==> src/rtl/core/sidta_pkg.sv <==
package sidta_pkg;

   // Character field widths of a result
   localparam int CHAR_W  = 6;
   localparam int LEN_W   = 4;
   localparam int DIGIT_W = 4;

   // Magnitude bits consumed by one conversion stage
   localparam int STEP_BITS = 8;

   // Character codes
   localparam logic [CHAR_W-1:0] ASCII_ZERO  = 6'd48;
   localparam logic [CHAR_W-1:0] ASCII_MINUS = 6'd45;

   // Decimal digits needed for the largest magnitude, 2**(bits-1)
   function automatic int calc_digits(input int bits);
      logic [64:0] lim;
      logic [67:0] pwr;
      int          n;
      lim = 65'd1 << (bits - 1);
      pwr = 68'd10;
      n   = 1;
      for (int k = 0; k < 20; k++) begin
         if (pwr <= 68'(lim)) begin
            n   = n + 1;
            pwr = pwr * 68'd10;
         end
      end
      return n;
   endfunction

endpackage

==> src/rtl/core/signed_int_to_decimal_ascii_top.sv <==
// Pipeline: a request passes the input register, one double-dabble stage per 8 bits,
// the digit count stage and the character register before it reaches the result port.
// Throughput: one character per cycle while rsp_ready is high; a number holds the result
// port for text_length characters (1 to 11 at 32 bits), set by the single character
// output register.
// Reset clears every stage valid bit and the output busy and minus flags; payloads are not reset.
module signed_int_to_decimal_ascii_top
   import sidta_pkg::*;
#(
   parameter int VALUE_BITS = 32
) (
   input  logic                  clock,
   input  logic                  reset,
   input  logic                  req_valid,
   output logic                  req_ready,
   input  logic [VALUE_BITS-1:0] req_value,
   output logic                  rsp_valid,
   input  logic                  rsp_ready,
   output logic [CHAR_W-1:0]     rsp_char_code,
   output logic [LEN_W-1:0]      rsp_text_length,
   output logic                  rsp_is_last
);

   localparam int NDIG     = calc_digits(VALUE_BITS);
   localparam int NSTG     = (VALUE_BITS + STEP_BITS - 1) / STEP_BITS;
   localparam int PAD_BITS = NSTG * STEP_BITS;
   localparam int BCD_W    = NDIG * DIGIT_W;
   localparam int POS_W    = (NDIG > 1) ? $clog2(NDIG) : 1;
   localparam int TOT_W    = $clog2(NDIG + 2);

   // Input register
   logic                  in0_valid_ff;
   logic                  in0_neg_ff;
   logic [PAD_BITS-1:0]   in0_mag_ff;
   logic [VALUE_BITS-1:0] in0_abs;

   // Conversion pipeline links
   logic                  stg_valid [NSTG+1];
   logic                  stg_ready [NSTG+1];
   logic                  stg_neg   [NSTG+1];
   logic [BCD_W-1:0]      stg_bcd   [NSTG+1];
   logic [PAD_BITS-1:0]   stg_mag   [NSTG+1];

   // Digit count stage
   logic                  len_valid_ff;
   logic                  len_neg_ff;
   logic [BCD_W-1:0]      len_bcd_ff;
   logic [POS_W-1:0]      len_top_ff;
   logic [POS_W-1:0]      len_top_in;
   logic [TOT_W-1:0]      len_total_ff;
   logic                  len_ready;

   // Character register
   logic                  out_busy_ff;
   logic                  out_minus_ff;
   logic [BCD_W-1:0]      out_bcd_ff;
   logic [POS_W-1:0]      out_pos_ff;
   logic [TOT_W-1:0]      out_total_ff;
   logic                  out_ready;
   logic                  out_take;
   logic [DIGIT_W-1:0]    out_digit;

   // Take the magnitude; the most negative value wraps to its unsigned form
   assign in0_abs   = req_value[VALUE_BITS-1] ? (~req_value + 1'b1) : req_value;
   assign req_ready = !in0_valid_ff || stg_ready[0];

   always_ff @(posedge clock) begin
      if (reset) begin
         in0_valid_ff <= 1'b0;
      end else if (req_ready) begin
         in0_valid_ff <= req_valid;
      end
   end

   always_ff @(posedge clock) begin
      if (req_ready && req_valid) begin
         in0_neg_ff <= req_value[VALUE_BITS-1];
         in0_mag_ff <= PAD_BITS'(in0_abs);
      end
   end

   assign stg_valid[0] = in0_valid_ff;
   assign stg_neg[0]   = in0_neg_ff;
   assign stg_bcd[0]   = '0;
   assign stg_mag[0]   = in0_mag_ff;

   // Binary to BCD, eight bits per stage
   for (genvar g = 0; g < NSTG; g++) begin : g_dabble
      sidta_dabble #(
         .NDIG     (NDIG),
         .PAD_BITS (PAD_BITS)
      ) u_dabble (
         .clock     (clock),
         .reset     (reset),
         .in_valid  (stg_valid[g]),
         .in_ready  (stg_ready[g]),
         .in_neg    (stg_neg[g]),
         .in_bcd    (stg_bcd[g]),
         .in_mag    (stg_mag[g]),
         .out_valid (stg_valid[g+1]),
         .out_ready (stg_ready[g+1]),
         .out_neg   (stg_neg[g+1]),
         .out_bcd   (stg_bcd[g+1]),
         .out_mag   (stg_mag[g+1])
      );
   end

   // Find the most significant non-zero digit
   always_comb begin
      len_top_in = '0;
      for (int d = 0; d < NDIG; d++) begin
         if (stg_bcd[NSTG][d*DIGIT_W +: DIGIT_W] != '0) begin
            len_top_in = POS_W'(d);
         end
      end
   end

   assign len_ready        = !len_valid_ff || out_ready;
   assign stg_ready[NSTG]  = len_ready;

   always_ff @(posedge clock) begin
      if (reset) begin
         len_valid_ff <= 1'b0;
      end else if (len_ready) begin
         len_valid_ff <= stg_valid[NSTG];
      end
   end

   always_ff @(posedge clock) begin
      if (len_ready && stg_valid[NSTG]) begin
         len_neg_ff   <= stg_neg[NSTG];
         len_bcd_ff   <= stg_bcd[NSTG];
         len_top_ff   <= len_top_in;
         len_total_ff <= TOT_W'(len_top_in) + TOT_W'(1) + TOT_W'(stg_neg[NSTG]);
      end
   end

   // Emit the sign, then digits from the most significant down
   assign out_take  = rsp_valid && rsp_ready;
   assign out_ready = !out_busy_ff || (out_take && rsp_is_last);
   assign out_digit = out_bcd_ff[out_pos_ff*DIGIT_W +: DIGIT_W];

   always_ff @(posedge clock) begin
      if (reset) begin
         out_busy_ff  <= 1'b0;
         out_minus_ff <= 1'b0;
      end else if (out_ready) begin
         out_busy_ff  <= len_valid_ff;
         out_minus_ff <= len_valid_ff && len_neg_ff;
      end else if (out_take) begin
         out_minus_ff <= 1'b0;
      end
   end

   always_ff @(posedge clock) begin
      if (out_ready && len_valid_ff) begin
         out_bcd_ff   <= len_bcd_ff;
         out_pos_ff   <= len_top_ff;
         out_total_ff <= len_total_ff;
      end else if (out_take && !out_minus_ff && out_pos_ff != '0) begin
         out_pos_ff <= out_pos_ff - 1'b1;
      end
   end

   assign rsp_valid       = out_busy_ff;
   assign rsp_char_code   = out_minus_ff ? ASCII_MINUS : (ASCII_ZERO + CHAR_W'(out_digit));
   assign rsp_text_length = LEN_W'(out_total_ff);
   assign rsp_is_last     = !out_minus_ff && (out_pos_ff == '0);

   // A run goes on after any character but the last
   assert property (@(posedge clock) disable iff (reset)
      rsp_valid && rsp_ready && !rsp_is_last |=> rsp_valid)
      else $error("character run broken before its last character");

   // The sign is never the final character
   assert property (@(posedge clock) disable iff (reset)
      rsp_valid && rsp_char_code == ASCII_MINUS |-> !rsp_is_last)
      else $error("minus sign flagged as last character");

   // A sign is followed by a digit of the same run
   assert property (@(posedge clock) disable iff (reset)
      rsp_valid && rsp_ready && rsp_char_code == ASCII_MINUS |=>
         rsp_valid && rsp_char_code != ASCII_MINUS
         && rsp_text_length == $past(rsp_text_length))
      else $error("minus sign not followed by a digit of the same run");

   // Every character reports a non-empty run
   assert property (@(posedge clock) disable iff (reset)
      rsp_valid |-> rsp_text_length != '0)
      else $error("character with zero run length");

endmodule

==> src/rtl/core/sidta_dabble.sv <==
module sidta_dabble
   import sidta_pkg::*;
#(
   parameter int NDIG     = 10,
   parameter int PAD_BITS = 32
) (
   input  logic                      clock,
   input  logic                      reset,
   input  logic                      in_valid,
   output logic                      in_ready,
   input  logic                      in_neg,
   input  logic [NDIG*DIGIT_W-1:0]   in_bcd,
   input  logic [PAD_BITS-1:0]       in_mag,
   output logic                      out_valid,
   input  logic                      out_ready,
   output logic                      out_neg,
   output logic [NDIG*DIGIT_W-1:0]   out_bcd,
   output logic [PAD_BITS-1:0]       out_mag
);

   logic                    valid_ff;
   logic                    neg_ff;
   logic [NDIG*DIGIT_W-1:0] bcd_ff;
   logic [NDIG*DIGIT_W-1:0] bcd_in;
   logic [PAD_BITS-1:0]     mag_ff;
   logic [PAD_BITS-1:0]     mag_in;

   // Advance when the stage is empty or its request moves on
   assign in_ready = !valid_ff || out_ready;

   // Shift STEP_BITS magnitude bits into the BCD digits, add-3 before each shift
   always_comb begin
      bcd_in = in_bcd;
      mag_in = in_mag;
      for (int s = 0; s < STEP_BITS; s++) begin
         for (int d = 0; d < NDIG; d++) begin
            if (bcd_in[d*DIGIT_W +: DIGIT_W] >= 4'd5) begin
               bcd_in[d*DIGIT_W +: DIGIT_W] = bcd_in[d*DIGIT_W +: DIGIT_W] + 4'd3;
            end
         end
         bcd_in = {bcd_in[NDIG*DIGIT_W-2:0], mag_in[PAD_BITS-1]};
         mag_in = {mag_in[PAD_BITS-2:0], 1'b0};
      end
   end

   // Hold the stage valid bit
   always_ff @(posedge clock) begin
      if (reset) begin
         valid_ff <= 1'b0;
      end else if (in_ready) begin
         valid_ff <= in_valid;
      end
   end

   // Load the payload on a new request
   always_ff @(posedge clock) begin
      if (in_ready && in_valid) begin
         neg_ff <= in_neg;
         bcd_ff <= bcd_in;
         mag_ff <= mag_in;
      end
   end

   assign out_valid = valid_ff;
   assign out_neg   = neg_ff;
   assign out_bcd   = bcd_ff;
   assign out_mag   = mag_ff;

endmodule
==> config.mk <==
export PLATFORM = sky130hd
export DESIGN_NAME = signed_int_to_decimal_ascii_top
export DESIGN_NICKNAME = d
export VERILOG_FILES = /design/src/rtl/core/sidta_pkg.sv /design/src/rtl/core/signed_int_to_decimal_ascii_top.sv /design/src/rtl/core/sidta_dabble.sv
export SDC_FILE = /design/constraint.sdc
export NUM_CORES = 1
export LEC_CHECK = 0
export BUFFER_PORTS_ARGS = -buffer_cell sky130_fd_sc_hd__buf_2
export CORE_MARGIN = 2
export CORE_UTILIZATION = 30
export CTS_BUF_LIST = sky130_fd_sc_hd__clkbuf_16
export DETAILED_ROUTE_END_ITERATION = 10
export SETUP_SLACK_MARGIN = 0.4
export SLEW_MARGIN = 0
export SYNTH_ARGS = -nofsm -noshare
export SYNTH_HDL_FRONTEND = slang
export SYNTH_SLANG_ARGS = --single-unit
==> constraint.sdc <==
create_clock -name clock -period 10.8 [get_ports clock]
set_clock_uncertainty 0.2 [all_clocks]
set_input_delay 1.08 -clock clock [delete_from_list [all_inputs] [get_ports clock]]
set_output_delay 1.08 -clock clock [all_outputs]
set_load 0.02 [all_outputs]
Yosys cells after proc, flatten, opt, wreduce, memory -nomap -nowiden. Index checks and enable logic that the tools add are counted.

$add $sub $neg: 270. Order comparisons: 265. Shift operators: 1. Mux-type cells: 280. Bitwise operators: 1. Reductions and logical operators: 41.

Operators with widths (count): greater-or-equal comparator 4 x 3 -> 1 bit (second input constant) (255); two-way mux 4 bit (252); adder 4 x 2 -> 4 bit (second input constant) (234); two-way mux 3 bit (22); adder 3 x 2 -> 3 bit (second input constant) (21); nonzero test 4 bit (10); indexed part select 40 x 7 -> 4 bit (1); adder 32 x 1 -> 32 bit (second input constant) (1); NOT 32 bit (1); two-way mux 31 bit (1); adder 1 x 2 -> 3 bit (second input constant) (9); greater-or-equal comparator 1 x 3 -> 1 bit (second input constant) (9); logical AND 1 bit (13); zero test 1 bit (8); logical OR 1 bit (7); adder 5 x 5 -> 6 bit (first input constant) (1); two-way mux 6 bit (1); adder 4 x 1 -> 4 bit (1); adder 4 x 1 -> 4 bit (second input constant) (1); zero test 4 bit (1); two-way mux 1 bit (4); nonzero test 2 bit (2); subtractor 4 x 1 -> 4 bit (second input constant) (1); adder 1 x 2 -> 3 bit (both inputs constant) (1); greater-or-equal comparator 1 x 3 -> 1 bit (both inputs constant) (1).

Register bits: 338. Bits of input ports: 36. Output and inout bits: 13. Logic and storage cells: 888.

Logic depth before layout (Yosys ltp).
Word-level depth: 16. Gate-level depth with buffers: 38. Gate-level depth less buffers: 36.

Hierarchy. Synthesis repeated with hierarchy kept, for this count alone.

Cells, all modules: 7512. Area total of the unflattened synthesis: 58403.5 um^2.

By module, submodules not included: sidta_dabble (times used 4, cells an instance 1792, area each 13227.7 um^2); signed_int_to_decimal_ascii_top (times used 1, cells an instance 344, area each 5492.8 um^2).

Worst setup path after synthesis. Ideal clock, no wire load.

Path kind: register to register. From: register g_dabble[0].u_dabble.bcd_ff[4]. To: register g_dabble[1].u_dabble.bcd_ff[12], data pin. Setup time: 0.270 ns. Arrival: 7.225 ns. Setup slack: 3.105 ns. Cell stages (with the launch flop): 35. Path through: edfxtp_1 inv_1 ha_1 nand2b_1 a21oi_2 mux2_2 o211ai_1 o21a_1 clkinv_1 ha_1 a221oi_1 buf_2 nand2_1 a21oi_1 inv_1 ha_1 a21oi_1 a32oi_1 o211ai_1 buf_2 a21oi_1 a21o_1 ha_1 or3_1 a311o_1 xor2_1 inv_1 ha_1 o21a_1 o32ai_2 a21oi_1 xor2_1 nor2b_1 o32ai_1 xor2_1.

Word-level cells in the longest chain between the ends: 16. Elaborated cells on any way between the ends: 42.

Ends and longest elaborated chain: start, declared (RTL line sidta_dabble.sv:23) `logic [NDIG*DIGIT_W-1:0] bcd_ff;`; start signal, assigned (RTL line sidta_dabble.sv:59) `bcd_ff <= bcd_in;`; adder 4 x 2 -> 4 bit / greater-or-equal comparator 4 x 3 -> 1 bit (equally long branches) (RTL line sidta_dabble.sv:38, sidta_dabble.sv:37); two-way mux 4 bit * (RTL line sidta_dabble.sv:37) `if (bcd_in[d*DIGIT_W +: DIGIT_W] >= 4'd5) begin`; adder 4 x 2 -> 4 bit / greater-or-equal comparator 4 x 3 -> 1 bit (equally long branches) (RTL line sidta_dabble.sv:38, sidta_dabble.sv:37); two-way mux 4 bit (RTL line sidta_dabble.sv:37); adder 4 x 2 -> 4 bit / greater-or-equal comparator 4 x 3 -> 1 bit (equally long branches) (RTL line sidta_dabble.sv:38, sidta_dabble.sv:37); two-way mux 4 bit (RTL line sidta_dabble.sv:37); adder 4 x 2 -> 4 bit / greater-or-equal comparator 4 x 3 -> 1 bit (equally long branches) (RTL line sidta_dabble.sv:38, sidta_dabble.sv:37); two-way mux 4 bit (RTL line sidta_dabble.sv:37); adder 4 x 2 -> 4 bit / greater-or-equal comparator 4 x 3 -> 1 bit (equally long branches) (RTL line sidta_dabble.sv:38, sidta_dabble.sv:37); two-way mux 4 bit (RTL line sidta_dabble.sv:37); adder 4 x 2 -> 4 bit / greater-or-equal comparator 4 x 3 -> 1 bit (equally long branches) (RTL line sidta_dabble.sv:38, sidta_dabble.sv:37); two-way mux 4 bit (RTL line sidta_dabble.sv:37); adder 4 x 2 -> 4 bit / greater-or-equal comparator 4 x 3 -> 1 bit (equally long branches) (RTL line sidta_dabble.sv:38, sidta_dabble.sv:37); two-way mux 4 bit (RTL line sidta_dabble.sv:37); adder 4 x 2 -> 4 bit / greater-or-equal comparator 4 x 3 -> 1 bit (equally long branches) (RTL line sidta_dabble.sv:38, sidta_dabble.sv:37); two-way mux 4 bit * (RTL line sidta_dabble.sv:37); via g_dabble[1].u_dabble.bcd_in[12] (RTL line sidta_dabble.sv:24) `logic [NDIG*DIGIT_W-1:0] bcd_in;`; end signal, assigned (RTL line sidta_dabble.sv:59); end, declared (RTL line sidta_dabble.sv:23).

Mark *: on every way through the listed nets, which the timed path passes. The rest lies on a longest branch. A chain may end at the register's enable or synchronous reset.

Final worst setup path.
From: register g_dabble[0].u_dabble.bcd_ff[0]. To: register g_dabble[1].u_dabble.bcd_ff[12], data pin.

Same word-level chain as after synthesis.

==> flow_summary_export.csv <==
group,metric,value,unit
clocking,cts_tree,"done",
detailed_routing,drtPass1Iterations,5,
run,cap_viol_max_count,0,
synth,ys_seq_area_share,29.7,%
cells_and_area,final-seq-area,0.00869,sq mm
sta,period_share,81.2,%
clocking,post_cts_resized,0,
clocking,cts_sinks,292,
synth,ys_ff_latch,292,
critical_path,crit_top_cell,"ha_1",
sta,setup_viol,0,
detailed_routing,drtIter0Drc,1506,
detailed_routing,drt-total-wl,58.8,mm
synth,synth_top_area_share,29.1,%
global_routing,grt_pass1_vias,22100,
critical_path,required,10900,ps
synth,synthesis.nets,3588,
placement,hpwl,44.3,mm
synth,yosys_warnings,0,
synth,syn_inst,3404,
sta,tns,0,ps
synth,synth_largest_area_cell,"edfxtp_1",
clocking,clock_path_buffers,3,
cells_and_area,final_nets,3583,
synth,synth_edf_count,284,
global_routing,grt_util_all_layers,11.4,%
sta,holdWs,193,ps
clocking,cts-root-buf,"clkbuf_16",
clocking,post_cts_buffers,0,
clocking,insertion_delay,550,ps
outcome,status,"finished, final reports clean",
critical_path,slowest_stage,"o21ai_1",
detailed_routing,postRouteAntennaNets,0,
die,die_h,316,um
detailed_routing,vias_per_cell,5.22,
die,rows,114,
global_routing,antenna_found_initial,1,
global_routing,busiest_layer,"met2",
synth,yosys-top-cells-area,"edfxtp_1 (29%), ha_1 (6.3%), o21ai_0 (4.3%)",
critical_path,cp-start-kind,"flop",
sta,grt_setup_unrepaired,"false",
critical_path,cp-end-kind,"flop",
critical_path,criticalPathCategory,"reg -> reg",
detailed_routing,drc,0,
clocking,postCtsHoldBufs,0,
cells_and_area,nFillCells,10000,
placement,place.gp.congestion,0.793,
cells_and_area,area_delta_synth_final,9.39,%
critical_path,cp_data_arrival_time,8870,ps
global_routing,use_met1,16.0,%
die,core-area,0.0967,sq mm
global_routing,overflow,0,
sta,fin_crit,8770,ps
sta,worstMarginPinSlew,1150,ps
clocking,cts_max_level,2,
synth,dominantRegCellSynth,"edfxtp_1",
global_routing,met3_usage,1.54,%
sta,relSlewSlack,22.6,%
die,chipWidth,316,um
cells_and_area,diodes,0,
cells_and_area,multiInputGateArea,0.0193,sq mm
hold_path,hp-class,"reg -> reg",
sta,max_freq,114,MHz
die,initial_core_util,30.3,%
critical_path,crit_fanout,14,
placement,io_buffers,47,
die,ioPinCount,49,
synth,async_reset_ff_share,0,%
global_routing,grtUsageMet2,18.8,%
sta,slew_viol_final,0,
global_routing,grt_max_degree,42,
detailed_routing,wl_per_cell,12.5,um
die,die_area,0.100,sq mm
sta,hold_viol,0,
global_routing,grt_pass1_wl,101,mm
synth,synth_cell_type_count,135,
clocking,cts_made_buffers,34,
clocking,clk_pin_slew,60,ps
synth,syn-cell-area,0.0293,sq mm
detailed_routing,num_vias,24600,
synth,avgSynthCellArea,8.60,sq um
critical_path,cp_slowest_stage_delay,790,ps
cells_and_area,drive_above_1_share,10.1,%
==> synthesized netlist by cell type (13+ instances only) <==
library cell and instances:
a21boi_0 17, a211oi_1 60, nor3_1 71, o21ai_0 254, a31oi_1 43, clkbuf_1 56, and2_1 56, o221ai_1 13
mux2i_1 114, o211ai_1 50, nand3b_1 17, mux2_2 49, xor2_1 27, o21ai_1 43, and3_1 23, nor2_1 282
buf_2 31, xnor2_1 100, a22oi_1 19, a22o_1 14, edfxtp_1 284, a21oi_1 237, o31a_1 14, nor3b_1 16
nand2_1 298, a211o_1 26, o211a_1 17, ha_1 148, o31ai_1 30, nor4_1 17, nor2b_1 47, a2bb2oi_1 13
or2_2 32, o21a_1 40, inv_1 214, a21o_1 45, o21bai_1 24, nand3_1 56, nand2b_1 66, o22ai_1 34
or3_1 33
==> logic make-up after synthesis <==
group                      count (synthesis)  synth area share, %
other                                      1               0.0128
buffers and inverters                    331                 4.55
xor gates and xnor gates                 143                 4.82
adders and majority gates                150                 6.39
and+or+nand+nor                         1089                 18.4
DFF                                      292                 29.7
AOI/OAI and AO/OA                       1211                 28.9
muxes                                    187                 7.27
==> stage by stage <==
step,std cells,area [sq um],worst slack [ps],utilization [%]
finish,4700,32000,2030,33.1
detailed placement,4639,30800,2080,31.9
CTS,4700,32000,2050,33.1
global route,4700,32000,1130,33.1
global placement,4639,30800,2260,31.9
floorplan,3404,29300,3100,-
==> path summary, 6_finish.rpt <==
check,start,endpoint,slack (ps),depth (start not counted)
setup / recovery,g_dabble[0].u_dabble.out_bcd[0],g_dabble[1].u_dabble.out_bcd[12],2030,33
hold / removal,g_dabble[1].u_dabble.out_mag[19],g_dabble[2].u_dabble.out_mag[27],190,0
setup reg to reg,g_dabble[0].u_dabble.out_bcd[0],g_dabble[1].u_dabble.out_bcd[12],2030,33
hold reg to reg,g_dabble[1].u_dabble.out_mag[19],g_dabble[2].u_dabble.out_mag[27],190,0
==> critical path, delay by kind of cell (launching register included) <==
kind            cells  cell delay, ps
compound gates     15            3970
fa+ha+maj           5            1170
simple gates        5            1110
xor+xnor            3             870
buf+inv             5             710
flops               1             490
==> layout make-up <==
type / count / area share (%)
Clock buffer: 35 / 2.73
Clock inverter: 26 / 1.02
Multi-Input combinational cell: 2781 / 60.3
Sequential cell: 292 / 27.1
Tap cell: 1276 / 4.99
Timing Repair Buffer: 65 / 1.16
Inverter: 225 / 2.64
==> metal layers <==
| metal | routed length, um | part of all wire [%] |
|---|---|---|
| met5 | 13 | 0.022 |
| met4 | 863 | 1.5 |
| met3 | 1740 | 3.0 |
| met2 | 26300 | 45 |
| met1 | 29800 | 51 |
==> sequential cells by signal, indices dropped and copies added (netlist names) <==
name	cells
g_dabble.u_dabble.out_bcd	102
g_dabble.u_dabble.out_mag	48
g_dabble.u_dabble.out_neg	4
g_dabble.u_dabble.out_valid	4
in0_mag_ff	32
in0_neg_ff	1
in0_valid_ff	1
len_bcd_ff	40
len_neg_ff	1
len_top_ff	4
len_total_ff	4
len_valid_ff	1
out_bcd_ff	40
out_minus_ff	1
out_pos_ff	4
rsp_text_length	4
rsp_valid	1
==> cells in the final DEF (no fill, tap or decap), types with 50 or more instances in the layout <==
| master | count |
|---|---|
| and2_1 | 56 |
| edfxtp_1 | 284 |
| o211ai_1 | 50 |
| nand2b_1 | 66 |
| ha_1 | 148 |
| o21ai_0 | 254 |
| nand2_1 | 298 |
| a21oi_1 | 237 |
| xnor2_1 | 100 |
| a211oi_1 | 60 |
| mux2i_1 | 114 |
| nand3_1 | 56 |
| nor2_1 | 282 |
| inv_1 | 216 |
| nor3_1 | 71 |
Power is left out: the tool's default activity adds up to more than one toggle a clock period on the data nets, which glitch-free logic cannot reach.
